===== config.mk =====
export PLATFORM = sky130hd
export DESIGN_NAME = lidar_packet_record_parser_top
export DESIGN_NICKNAME = d
export VERILOG_FILES = /design/src/rtl/lprp_pkg.sv /design/src/rtl/lprp_seq.sv /design/src/rtl/lprp_rec.sv /design/src/rtl/lidar_packet_record_parser_top.sv
export SDC_FILE = /design/constraint.sdc
export NUM_CORES = 1
export LEC_CHECK = 0
export ABC_AREA = 1
export BUFFER_PORTS_ARGS = -buffer_cell sky130_fd_sc_hd__clkbuf_2
export CAP_MARGIN = 20
export CORE_UTILIZATION = 40
export CTS_CLUSTER_SIZE = 14
export DETAILED_ROUTE_END_ITERATION = 12
export GPL_TIMING_DRIVEN = 0
export PLACE_DENSITY = 0.67
export SYNTH_ARGS = -nofsm -noshare
export SYNTH_HDL_FRONTEND = slang
export SYNTH_HIERARCHICAL = 1
export SYNTH_SLANG_ARGS = --single-unit

===== constraint.sdc =====
create_clock -name aclk -period 13.15 [get_ports aclk]
set_input_delay 1.315 -clock aclk [delete_from_list [all_inputs] [get_ports aclk]]
set_output_delay 1.315 -clock aclk [all_outputs]
set_load 0.005 [all_outputs]

===== src/rtl/lprp_pkg.sv =====
`timescale 1ns / 1ps
// Shared types and constants for the lidar packet record parser.
// No dependencies; every other file imports this package.
package lprp_pkg;

    // Default packet geometry.
    localparam int BLOCKS_PER_PACKET_DEF = 12;
    localparam int CHANNELS_DEF          = 16;
    localparam int HEADER_BYTES_DEF      = 42;

    // Field widths fixed by the interface.
    localparam int BYTE_W = 8;
    localparam int AZ_W   = 16;
    localparam int BLK_W  = 4;
    localparam int CH_W   = 4;
    localparam int DIST_W = 16;
    localparam int REC_W  = 6;   // records per block, up to 2 x 32 channels

    // Configuration register indexes and reset values.
    localparam int CFG_ADDR_W = 2;
    localparam int CFG_DATA_W = 16;
    localparam logic [CFG_ADDR_W-1:0] REG_RANGE_LIMIT = 2'd0;
    localparam logic [CFG_ADDR_W-1:0] REG_WRAP_LOW    = 2'd1;
    localparam logic [CFG_ADDR_W-1:0] REG_WRAP_HIGH   = 2'd2;
    localparam logic [BYTE_W-1:0] RANGE_LIMIT_RST = 8'd120;
    localparam logic [AZ_W-1:0]   WRAP_LOW_RST    = 16'd500;
    localparam logic [AZ_W-1:0]   WRAP_HIGH_RST   = 16'd35500;

    // Output beat layout: 50 bits of fields padded to 56.
    localparam int M_TDATA_W = 56;

    // What a byte means at its place in the packet.
    localparam logic [2:0] KIND_NONE    = 3'd0;
    localparam logic [2:0] KIND_AZ_HI   = 3'd1;
    localparam logic [2:0] KIND_AZ_LO   = 3'd2;
    localparam logic [2:0] KIND_DIST_HI = 3'd3;
    localparam logic [2:0] KIND_DIST_LO = 3'd4;
    localparam logic [2:0] KIND_INTEN   = 3'd5;

    typedef struct packed {
        logic [2:0]        kind;
        logic [BLK_W-1:0]  blk;
        logic [REC_W-1:0]  rec;
        logic [BYTE_W-1:0] data;
    } beat_info_t;

    typedef struct packed {
        logic [BYTE_W-1:0] range_limit;
        logic [AZ_W-1:0]   wrap_low;
        logic [AZ_W-1:0]   wrap_high;
    } cfg_t;

endpackage


===== src/rtl/lprp_seq.sv =====
`timescale 1ns / 1ps
// Byte position tracking and classification, with the input register stage.
// Depends on lprp_pkg.
module lprp_seq
    import lprp_pkg::*;
#(
    parameter int BLOCKS_PER_PACKET = BLOCKS_PER_PACKET_DEF,
    parameter int CHANNELS          = CHANNELS_DEF,
    parameter int HEADER_BYTES      = HEADER_BYTES_DEF
) (
    input  logic              aclk,
    input  logic              aresetn,
    input  logic              s_tvalid,
    output logic              s_tready,
    input  logic [BYTE_W-1:0] s_tdata,
    input  logic              s_tuser,
    input  logic              advance,
    output logic              s1_valid,
    output beat_info_t        s1_info
);

    localparam int BLOCK_BYTES = 4 + 6 * CHANNELS;
    localparam int DATA_END    = HEADER_BYTES + BLOCKS_PER_PACKET * BLOCK_BYTES;
    localparam int POS_W       = $clog2(DATA_END + 1);
    localparam int OFF_W       = $clog2(BLOCK_BYTES);

    logic [POS_W-1:0] pos_reg, pos_next, pos_cur;
    logic [OFF_W-1:0] off_reg, off_next, off_cur;
    logic [1:0]       phase_reg, phase_next, phase_cur;
    logic [REC_W-1:0] rec_reg, rec_next, rec_cur;
    logic [BLK_W-1:0] blk_reg, blk_next, blk_cur;
    logic             in_data;
    logic [2:0]       kind;
    logic             accept;
    logic             s1_valid_reg;
    beat_info_t       s1_info_reg;

    assign s_tready = advance || !s1_valid_reg;
    assign accept   = s_tvalid && s_tready;

    // A start beat restarts the packet at byte zero.
    assign pos_cur   = s_tuser ? '0 : pos_reg;
    assign off_cur   = s_tuser ? '0 : off_reg;
    assign phase_cur = s_tuser ? '0 : phase_reg;
    assign rec_cur   = s_tuser ? '0 : rec_reg;
    assign blk_cur   = s_tuser ? '0 : blk_reg;

    assign in_data = ({1'b0, pos_cur} >= (POS_W + 1)'(HEADER_BYTES)) &&
                     (pos_cur < POS_W'(DATA_END));

    always_comb begin
        kind = KIND_NONE;
        if (in_data) begin
            if (off_cur == OFF_W'(2)) begin
                kind = KIND_AZ_HI;
            end else if (off_cur == OFF_W'(3)) begin
                kind = KIND_AZ_LO;
            end else if (off_cur >= OFF_W'(4)) begin
                unique case (phase_cur)
                    2'd0:    kind = KIND_DIST_HI;
                    2'd1:    kind = KIND_DIST_LO;
                    default: kind = KIND_INTEN;
                endcase
            end
        end
    end

    always_comb begin
        pos_next   = (pos_cur < POS_W'(DATA_END)) ? pos_cur + 1'b1 : POS_W'(DATA_END);
        off_next   = off_cur;
        phase_next = phase_cur;
        rec_next   = rec_cur;
        blk_next   = blk_cur;
        if (in_data) begin
            if (off_cur == OFF_W'(BLOCK_BYTES - 1)) begin
                off_next   = '0;
                phase_next = '0;
                rec_next   = '0;
                blk_next   = blk_cur + 1'b1;
            end else begin
                off_next = off_cur + 1'b1;
                if (off_cur >= OFF_W'(4)) begin
                    phase_next = (phase_cur == 2'd2) ? 2'd0 : phase_cur + 1'b1;
                    rec_next   = (phase_cur == 2'd2) ? rec_cur + 1'b1 : rec_cur;
                end
            end
        end
    end

    always_ff @(posedge aclk) begin
        if (!aresetn) begin
            pos_reg      <= '0;
            off_reg      <= '0;
            phase_reg    <= '0;
            rec_reg      <= '0;
            blk_reg      <= '0;
            s1_valid_reg <= 1'b0;
        end else begin
            if (accept) begin
                pos_reg   <= pos_next;
                off_reg   <= off_next;
                phase_reg <= phase_next;
                rec_reg   <= rec_next;
                blk_reg   <= blk_next;
            end
            if (s_tready) begin
                s1_valid_reg <= s_tvalid;
            end
        end
    end

    always_ff @(posedge aclk) begin
        if (accept) begin
            s1_info_reg.kind <= kind;
            s1_info_reg.blk  <= blk_cur;
            s1_info_reg.rec  <= rec_cur;
            s1_info_reg.data <= s_tdata;
        end
    end

    assign s1_valid = s1_valid_reg;
    assign s1_info  = s1_info_reg;

    a_off_range : assert property (@(posedge aclk) disable iff (!aresetn)
        off_reg < OFF_W'(BLOCK_BYTES))
        else $error("block offset out of range");
    a_phase_range : assert property (@(posedge aclk) disable iff (!aresetn)
        phase_reg != 2'd3)
        else $error("record phase out of range");
    a_pos_sat : assert property (@(posedge aclk) disable iff (!aresetn)
        pos_reg <= POS_W'(DATA_END))
        else $error("byte position beyond data end");

endmodule


===== src/rtl/lprp_rec.sv =====
`timescale 1ns / 1ps
// Record assembly, limit check, turn detection and the result register.
// Depends on lprp_pkg.
module lprp_rec
    import lprp_pkg::*;
#(
    parameter int BLOCKS_PER_PACKET = BLOCKS_PER_PACKET_DEF,
    parameter int CHANNELS          = CHANNELS_DEF
) (
    input  logic                 aclk,
    input  logic                 aresetn,
    input  cfg_t                 cfg,
    input  logic                 s1_valid,
    input  beat_info_t           s1_info,
    output logic                 advance,
    output logic                 m_tvalid,
    input  logic                 m_tready,
    output logic [M_TDATA_W-1:0] m_tdata
);

    logic [DIST_W-1:0] rec_bytes_reg;
    logic [AZ_W-1:0]   cur_az_reg, prev_az_reg, az_word;
    logic              seen_reg, turn_reg;
    logic              m_valid_reg;
    logic [M_TDATA_W-1:0] m_data_reg;
    logic              step, firing, over_limit;
    logic [REC_W-1:0]  chan_full;
    logic [DIST_W-1:0] dist_val;
    logic [BYTE_W-1:0] inten;

    assign advance = !m_valid_reg || m_tready;
    assign step    = advance && s1_valid;
    assign az_word = {rec_bytes_reg[15:8], s1_info.data};

    // Record index below 2*CHANNELS, so the firing is a single compare.
    assign firing    = s1_info.rec >= REC_W'(CHANNELS);
    assign chan_full = firing ? s1_info.rec - REC_W'(CHANNELS) : s1_info.rec;
    assign over_limit = rec_bytes_reg[15:8] > cfg.range_limit;
    assign dist_val = over_limit ? '0 : rec_bytes_reg;
    assign inten    = over_limit ? '0 : s1_info.data;

    always_ff @(posedge aclk) begin
        if (!aresetn) begin
            rec_bytes_reg <= '0;
            cur_az_reg    <= '0;
            prev_az_reg   <= '0;
            seen_reg      <= 1'b0;
            turn_reg      <= 1'b0;
            m_valid_reg   <= 1'b0;
        end else begin
            if (advance) begin
                m_valid_reg <= s1_valid && (s1_info.kind == KIND_INTEN);
            end
            if (step) begin
                unique case (s1_info.kind)
                    KIND_AZ_HI, KIND_DIST_HI: begin
                        rec_bytes_reg <= {s1_info.data, 8'h00};
                    end
                    KIND_AZ_LO: begin
                        turn_reg    <= seen_reg && (az_word < cfg.wrap_low) &&
                                       (prev_az_reg > cfg.wrap_high);
                        cur_az_reg  <= az_word;
                        prev_az_reg <= az_word;
                        seen_reg    <= 1'b1;
                    end
                    KIND_DIST_LO: begin
                        rec_bytes_reg[7:0] <= s1_info.data;
                    end
                    default: begin
                    end
                endcase
            end
        end
    end

    always_ff @(posedge aclk) begin
        if (step && s1_info.kind == KIND_INTEN) begin
            m_data_reg <= {6'd0, turn_reg, inten, dist_val, chan_full[CH_W-1:0],
                           firing, s1_info.blk, cur_az_reg};
        end
    end

    assign m_tvalid = m_valid_reg;
    assign m_tdata  = m_data_reg;

    a_turn_needs_seen : assert property (@(posedge aclk) disable iff (!aresetn)
        turn_reg |-> seen_reg)
        else $error("turn flagged before any block azimuth");
    a_block_range : assert property (@(posedge aclk) disable iff (!aresetn)
        m_valid_reg |-> ({1'b0, m_data_reg[19:16]} < (BLK_W + 1)'(BLOCKS_PER_PACKET)))
        else $error("block number beyond packet");
    a_result_after_seen : assert property (@(posedge aclk) disable iff (!aresetn)
        m_valid_reg |-> seen_reg)
        else $error("record emitted without a block azimuth");

endmodule


===== src/rtl/lidar_packet_record_parser_top.sv =====
`timescale 1ns / 1ps
// Top level of the lidar packet record parser: configuration registers and
// the two pipeline stages. Depends on lprp_pkg, lprp_seq and lprp_rec.
//
// Channel   Direction  Beat contents
// s_        in         tdata: data_byte[7:0]; tuser: packet_start
// m_        out        tdata: azimuth, block_number, firing, channel,
//                             distance, intensity, turn_complete
// cfg_      in         write of register cfg_addr with cfg_wdata
//
// One byte is accepted per cycle unless the result side stalls; a result
// is valid once the intensity byte of its record has passed through the
// input register and into the result register. Reset clears the packet
// position and the turn state and loads the register defaults. When the
// result register is full and not taken, the input stage still accepts
// one more beat.
module lidar_packet_record_parser_top
    import lprp_pkg::*;
#(
    parameter int BLOCKS_PER_PACKET = BLOCKS_PER_PACKET_DEF,
    parameter int CHANNELS          = CHANNELS_DEF,
    parameter int HEADER_BYTES      = HEADER_BYTES_DEF
) (
    input  logic                  aclk,
    input  logic                  aresetn,
    input  logic                  s_tvalid,
    output logic                  s_tready,
    input  logic [BYTE_W-1:0]     s_tdata,   // [7:0] data_byte
    input  logic                  s_tuser,   // [0] packet_start
    output logic                  m_tvalid,
    input  logic                  m_tready,
    // [15:0] azimuth, [19:16] block_number, [20] firing, [24:21] channel,
    // [40:25] distance, [48:41] intensity, [49] turn_complete, rest zero
    output logic [M_TDATA_W-1:0]  m_tdata,
    input  logic                  cfg_we,
    input  logic [CFG_ADDR_W-1:0] cfg_addr,
    input  logic [CFG_DATA_W-1:0] cfg_wdata
);

    cfg_t       cfg_reg;
    logic       advance;
    logic       s1_valid;
    beat_info_t s1_info;

    always_ff @(posedge aclk) begin
        if (!aresetn) begin
            cfg_reg.range_limit <= RANGE_LIMIT_RST;
            cfg_reg.wrap_low    <= WRAP_LOW_RST;
            cfg_reg.wrap_high   <= WRAP_HIGH_RST;
        end else if (cfg_we) begin
            unique case (cfg_addr)
                REG_RANGE_LIMIT: cfg_reg.range_limit <= cfg_wdata[BYTE_W-1:0];
                REG_WRAP_LOW:    cfg_reg.wrap_low    <= cfg_wdata;
                REG_WRAP_HIGH:   cfg_reg.wrap_high   <= cfg_wdata;
                default: begin
                end
            endcase
        end
    end

    lprp_seq #(
        .BLOCKS_PER_PACKET(BLOCKS_PER_PACKET),
        .CHANNELS         (CHANNELS),
        .HEADER_BYTES     (HEADER_BYTES)
    ) u_seq (
        .aclk    (aclk),
        .aresetn (aresetn),
        .s_tvalid(s_tvalid),
        .s_tready(s_tready),
        .s_tdata (s_tdata),
        .s_tuser (s_tuser),
        .advance (advance),
        .s1_valid(s1_valid),
        .s1_info (s1_info)
    );

    lprp_rec #(
        .BLOCKS_PER_PACKET(BLOCKS_PER_PACKET),
        .CHANNELS         (CHANNELS)
    ) u_rec (
        .aclk    (aclk),
        .aresetn (aresetn),
        .cfg     (cfg_reg),
        .s1_valid(s1_valid),
        .s1_info (s1_info),
        .advance (advance),
        .m_tvalid(m_tvalid),
        .m_tready(m_tready),
        .m_tdata (m_tdata)
    );

endmodule


==> flow_metrics.env <==
export IMPL_io_buffers=82
export IMPL_async_flop_share_pct=0
export IMPL_fp_dieH_um=148
export IMPL_clk_latency_ps=440
export IMPL_grt_antenna_before_repair=0
export IMPL_grt_pass1_vias=6372
export IMPL_path_max_fanout=3
export IMPL_grt_max_degree=31
export IMPL_die_x_um=148
export IMPL_areaGrowthSynthToFinish_pct=16.5
export IMPL_io_pins=90
export IMPL_cts_root_buffer="clkbuf_16"
export IMPL_largest_reg_flops=50
export IMPL_rows=52
export IMPL_clock_skew_ps=11.1
export IMPL_timing_critical_path_required_ps=11840
export IMPL_dp_cells=1382
export IMPL_ant_nets=0
export IMPL_core_area_sq_um=20500
export IMPL_cp_startpoint="m_tready"
export IMPL_r2r_start="u_rec/m_tvalid$_SDFFE_PN0N_"
export IMPL_crit_path_start_kind="primary input"
export IMPL_p_per_area_nw_per_um2=120
export IMPL_clk_pin_slew_ps=60
export IMPL_whs_ps=420
export IMPL_drt_iter0_drc=483
export IMPL_min_period_ps=3150
export IMPL_leakagePower_nw=4.44
export IMPL_worstSetupPathType="in -> out"
export IMPL_drt_total_wl_mm=20.1
export IMPL_ys_warnings_count=6
export IMPL_drc_errors=0
export IMPL_crit_arrival_ps=1840
export IMPL_seq_area_frac_synth_pct=50.2
export IMPL_wl_per_cell_um=14.2
export IMPL_cap_violations=0
export IMPL_tns_ps=0
export IMPL_synth_top_cell_area_share_pct=25.1
export IMPL_grt_overflow_total=0
export IMPL_dieArea_sq_um=21800
export IMPL_slew_viol_final=0
export IMPL_setup_violations=0
export IMPL_viasPerCell=4.90
export IMPL_grt_pass1_wl_mm=32.3
export IMPL_avgSynthCellArea_sq_um=8.31
export IMPL_place_hpwl_mm=14.7
export IMPL_synth_edf_count=71
export IMPL_post_cts_buffers=0
export IMPL_clk_path_buf_depth=2
export IMPL_clock_sinks=177
export IMPL_max_freq_mhz=317
export IMPL_layoutNonFillerInstCount=1414
export IMPL_htree_num_levels=4
export IMPL_gp_congestion=0.844
export IMPL_min_delay_start="u_seq/s1_info[8]$_DFFE_PP_"
export IMPL_relSlewSlack_pct=49.7
export IMPL_rsz0062_at_grt="no"
export IMPL_synth_most_common_cell="nand2_1"
export IMPL_ys_types=41
export IMPL_hold_viol_final=0
export IMPL_fin_crit_sh_pct=24.0
export IMPL_endpoint_kind="primary output"
export IMPL_synth_largest_area_cell="edfxtp_1"
export IMPL_synth_seq_cells=177
export IMPL_dr_pass1_iters=5
export IMPL_cts_buffers=17
export IMPL_antenna_cells=0
export IMPL_ctsResizeCount=0
export IMPL_worstMarginPinSlew_ps=751
export IMPL_grt_use_total_pct=19.1
export IMPL_ys_flop_type="dfxtp_1"
export IMPL_synth_commonest_cells="nand2_1, inv_1, nor2_1"
export IMPL_start_util_pct=41.4
export IMPL_hold_buffers=0
export IMPL_drive_gt1_share_pct=15.9
export IMPL_cts_tree="built"
export IMPL_vdd_drop_max_mv=0.0940
export IMPL_synthesis_area_sq_um=8480
export IMPL_min_path_type="reg -> reg"
export IMPL_fin_area_sq_um=9880
export IMPL_status="finished, final reports clean"
export IMPL_final_nets=1209
export IMPL_placed_area_sq_um=9300
export IMPL_vias=6925
export IMPL_yosys_top_cells_area="edfxtp_1, dfxtp_1, nand2_1"
export IMPL_netlist_instances=1021
[cell usage in the layout, fill, tap and decap left out, drive strengths merged]
| master | n |
|---|---|
| o21a | 1 |
| nand2 | 222 |
| clkinv | 5 |
| o221ai | 2 |
| nor2 | 131 |
| o211ai | 1 |
| o21ai | 41 |
| nor4 | 1 |
| bufinv | 2 |
| xor2 | 7 |
| a21oi | 85 |
| clkinvlp | 2 |
| a211oi | 1 |
| nand3 | 70 |
| clkbuf | 112 |
| dfxtp | 106 |
| o31ai | 1 |
| buf | 31 |
| or2 | 2 |
| nor3 | 8 |
| a221oi | 1 |
| xnor2 | 1 |
| conb | 6 |
| inv | 165 |
| edfxtp | 71 |
| ha | 46 |
| a32oi | 1 |
| nand3b | 2 |
| nand4 | 20 |
[report_power, final]
group	internal (W)	leakage [nW]	switching, W
clock network	0.000283	0.279	0.000224
logic	0.0000303	2.67	0.0000573
registers	0.000584	1.50	0.0000117
total	0.000897	4.44	0.000293
[cell type report]
type                       instances  area [sq um]
fill                            1972         10600
multi-input combinational        650          3400
tap                              270           338
clock buffer                      18           429
timing repair buffer              86           455
inverter                         160           606
buffer                            39           248
sequential                       177          4250
clock inverter                    14           155
[metrics by stage]
step | power [W] | setup WS [ps] | util [%]
final | 0.00119 | 10000 | 48.2
after global routing | 0.00123 | 9920 | 48.2
after CTS | 0.00120 | 9970 | 48.2
after detailed placement | 0.000695 | 9790 | 45.4
after global placement | 0.000693 | 5950 | 45.1
after floorplan | 0.000663 | 7760 | -
[metal layers]
metal  vias to the layer above  wire length, um  part of all wire, %  GRT usage [%]
met3                        39              987                  4.9           3.77
met5                         -                0                    0              0
met1                      3168             9250                   46           25.1
met4                         0              444                  2.2           7.27
met2                       213             9440                   47           31.2
li1                       3505                -                    -              -
[logic make-up (layout without fill, tap and decap cells)]
kind of cell / count (synthesis) / count (layout) / share of synthesized area, %
compound gates: 134 / 134 / 8.44
flops: 177 / 177 / 50.2
other cells: 1 / 6 / 0.0442
buf+inv: 199 / 317 / 10.0
simple gates: 456 / 456 / 23.7
xor+xnor: 8 / 8 / 0.826
fa+ha+maj: 46 / 46 / 6.79
[critical path: stages]
cell	delay [ps]
clkbuf_2	90
inv_2	60
nand2_4	60
inv_1	50
nand2_1	110
clkbuf_2	140
[worst paths after layout]
check,slack (ps),cells after the start,endpoint
worst max-delay path,10000,6,s_tready
worst max register to register,10970,8,u_seq/off_reg[3]$_SDFFE_PN0P_
worst min-delay path,420,0,u_rec/m_tdata[21]$_DFFE_PP_
worst min register to register,420,0,u_rec/m_tdata[21]$_DFFE_PP_
(Power assumes the default switching activity.)
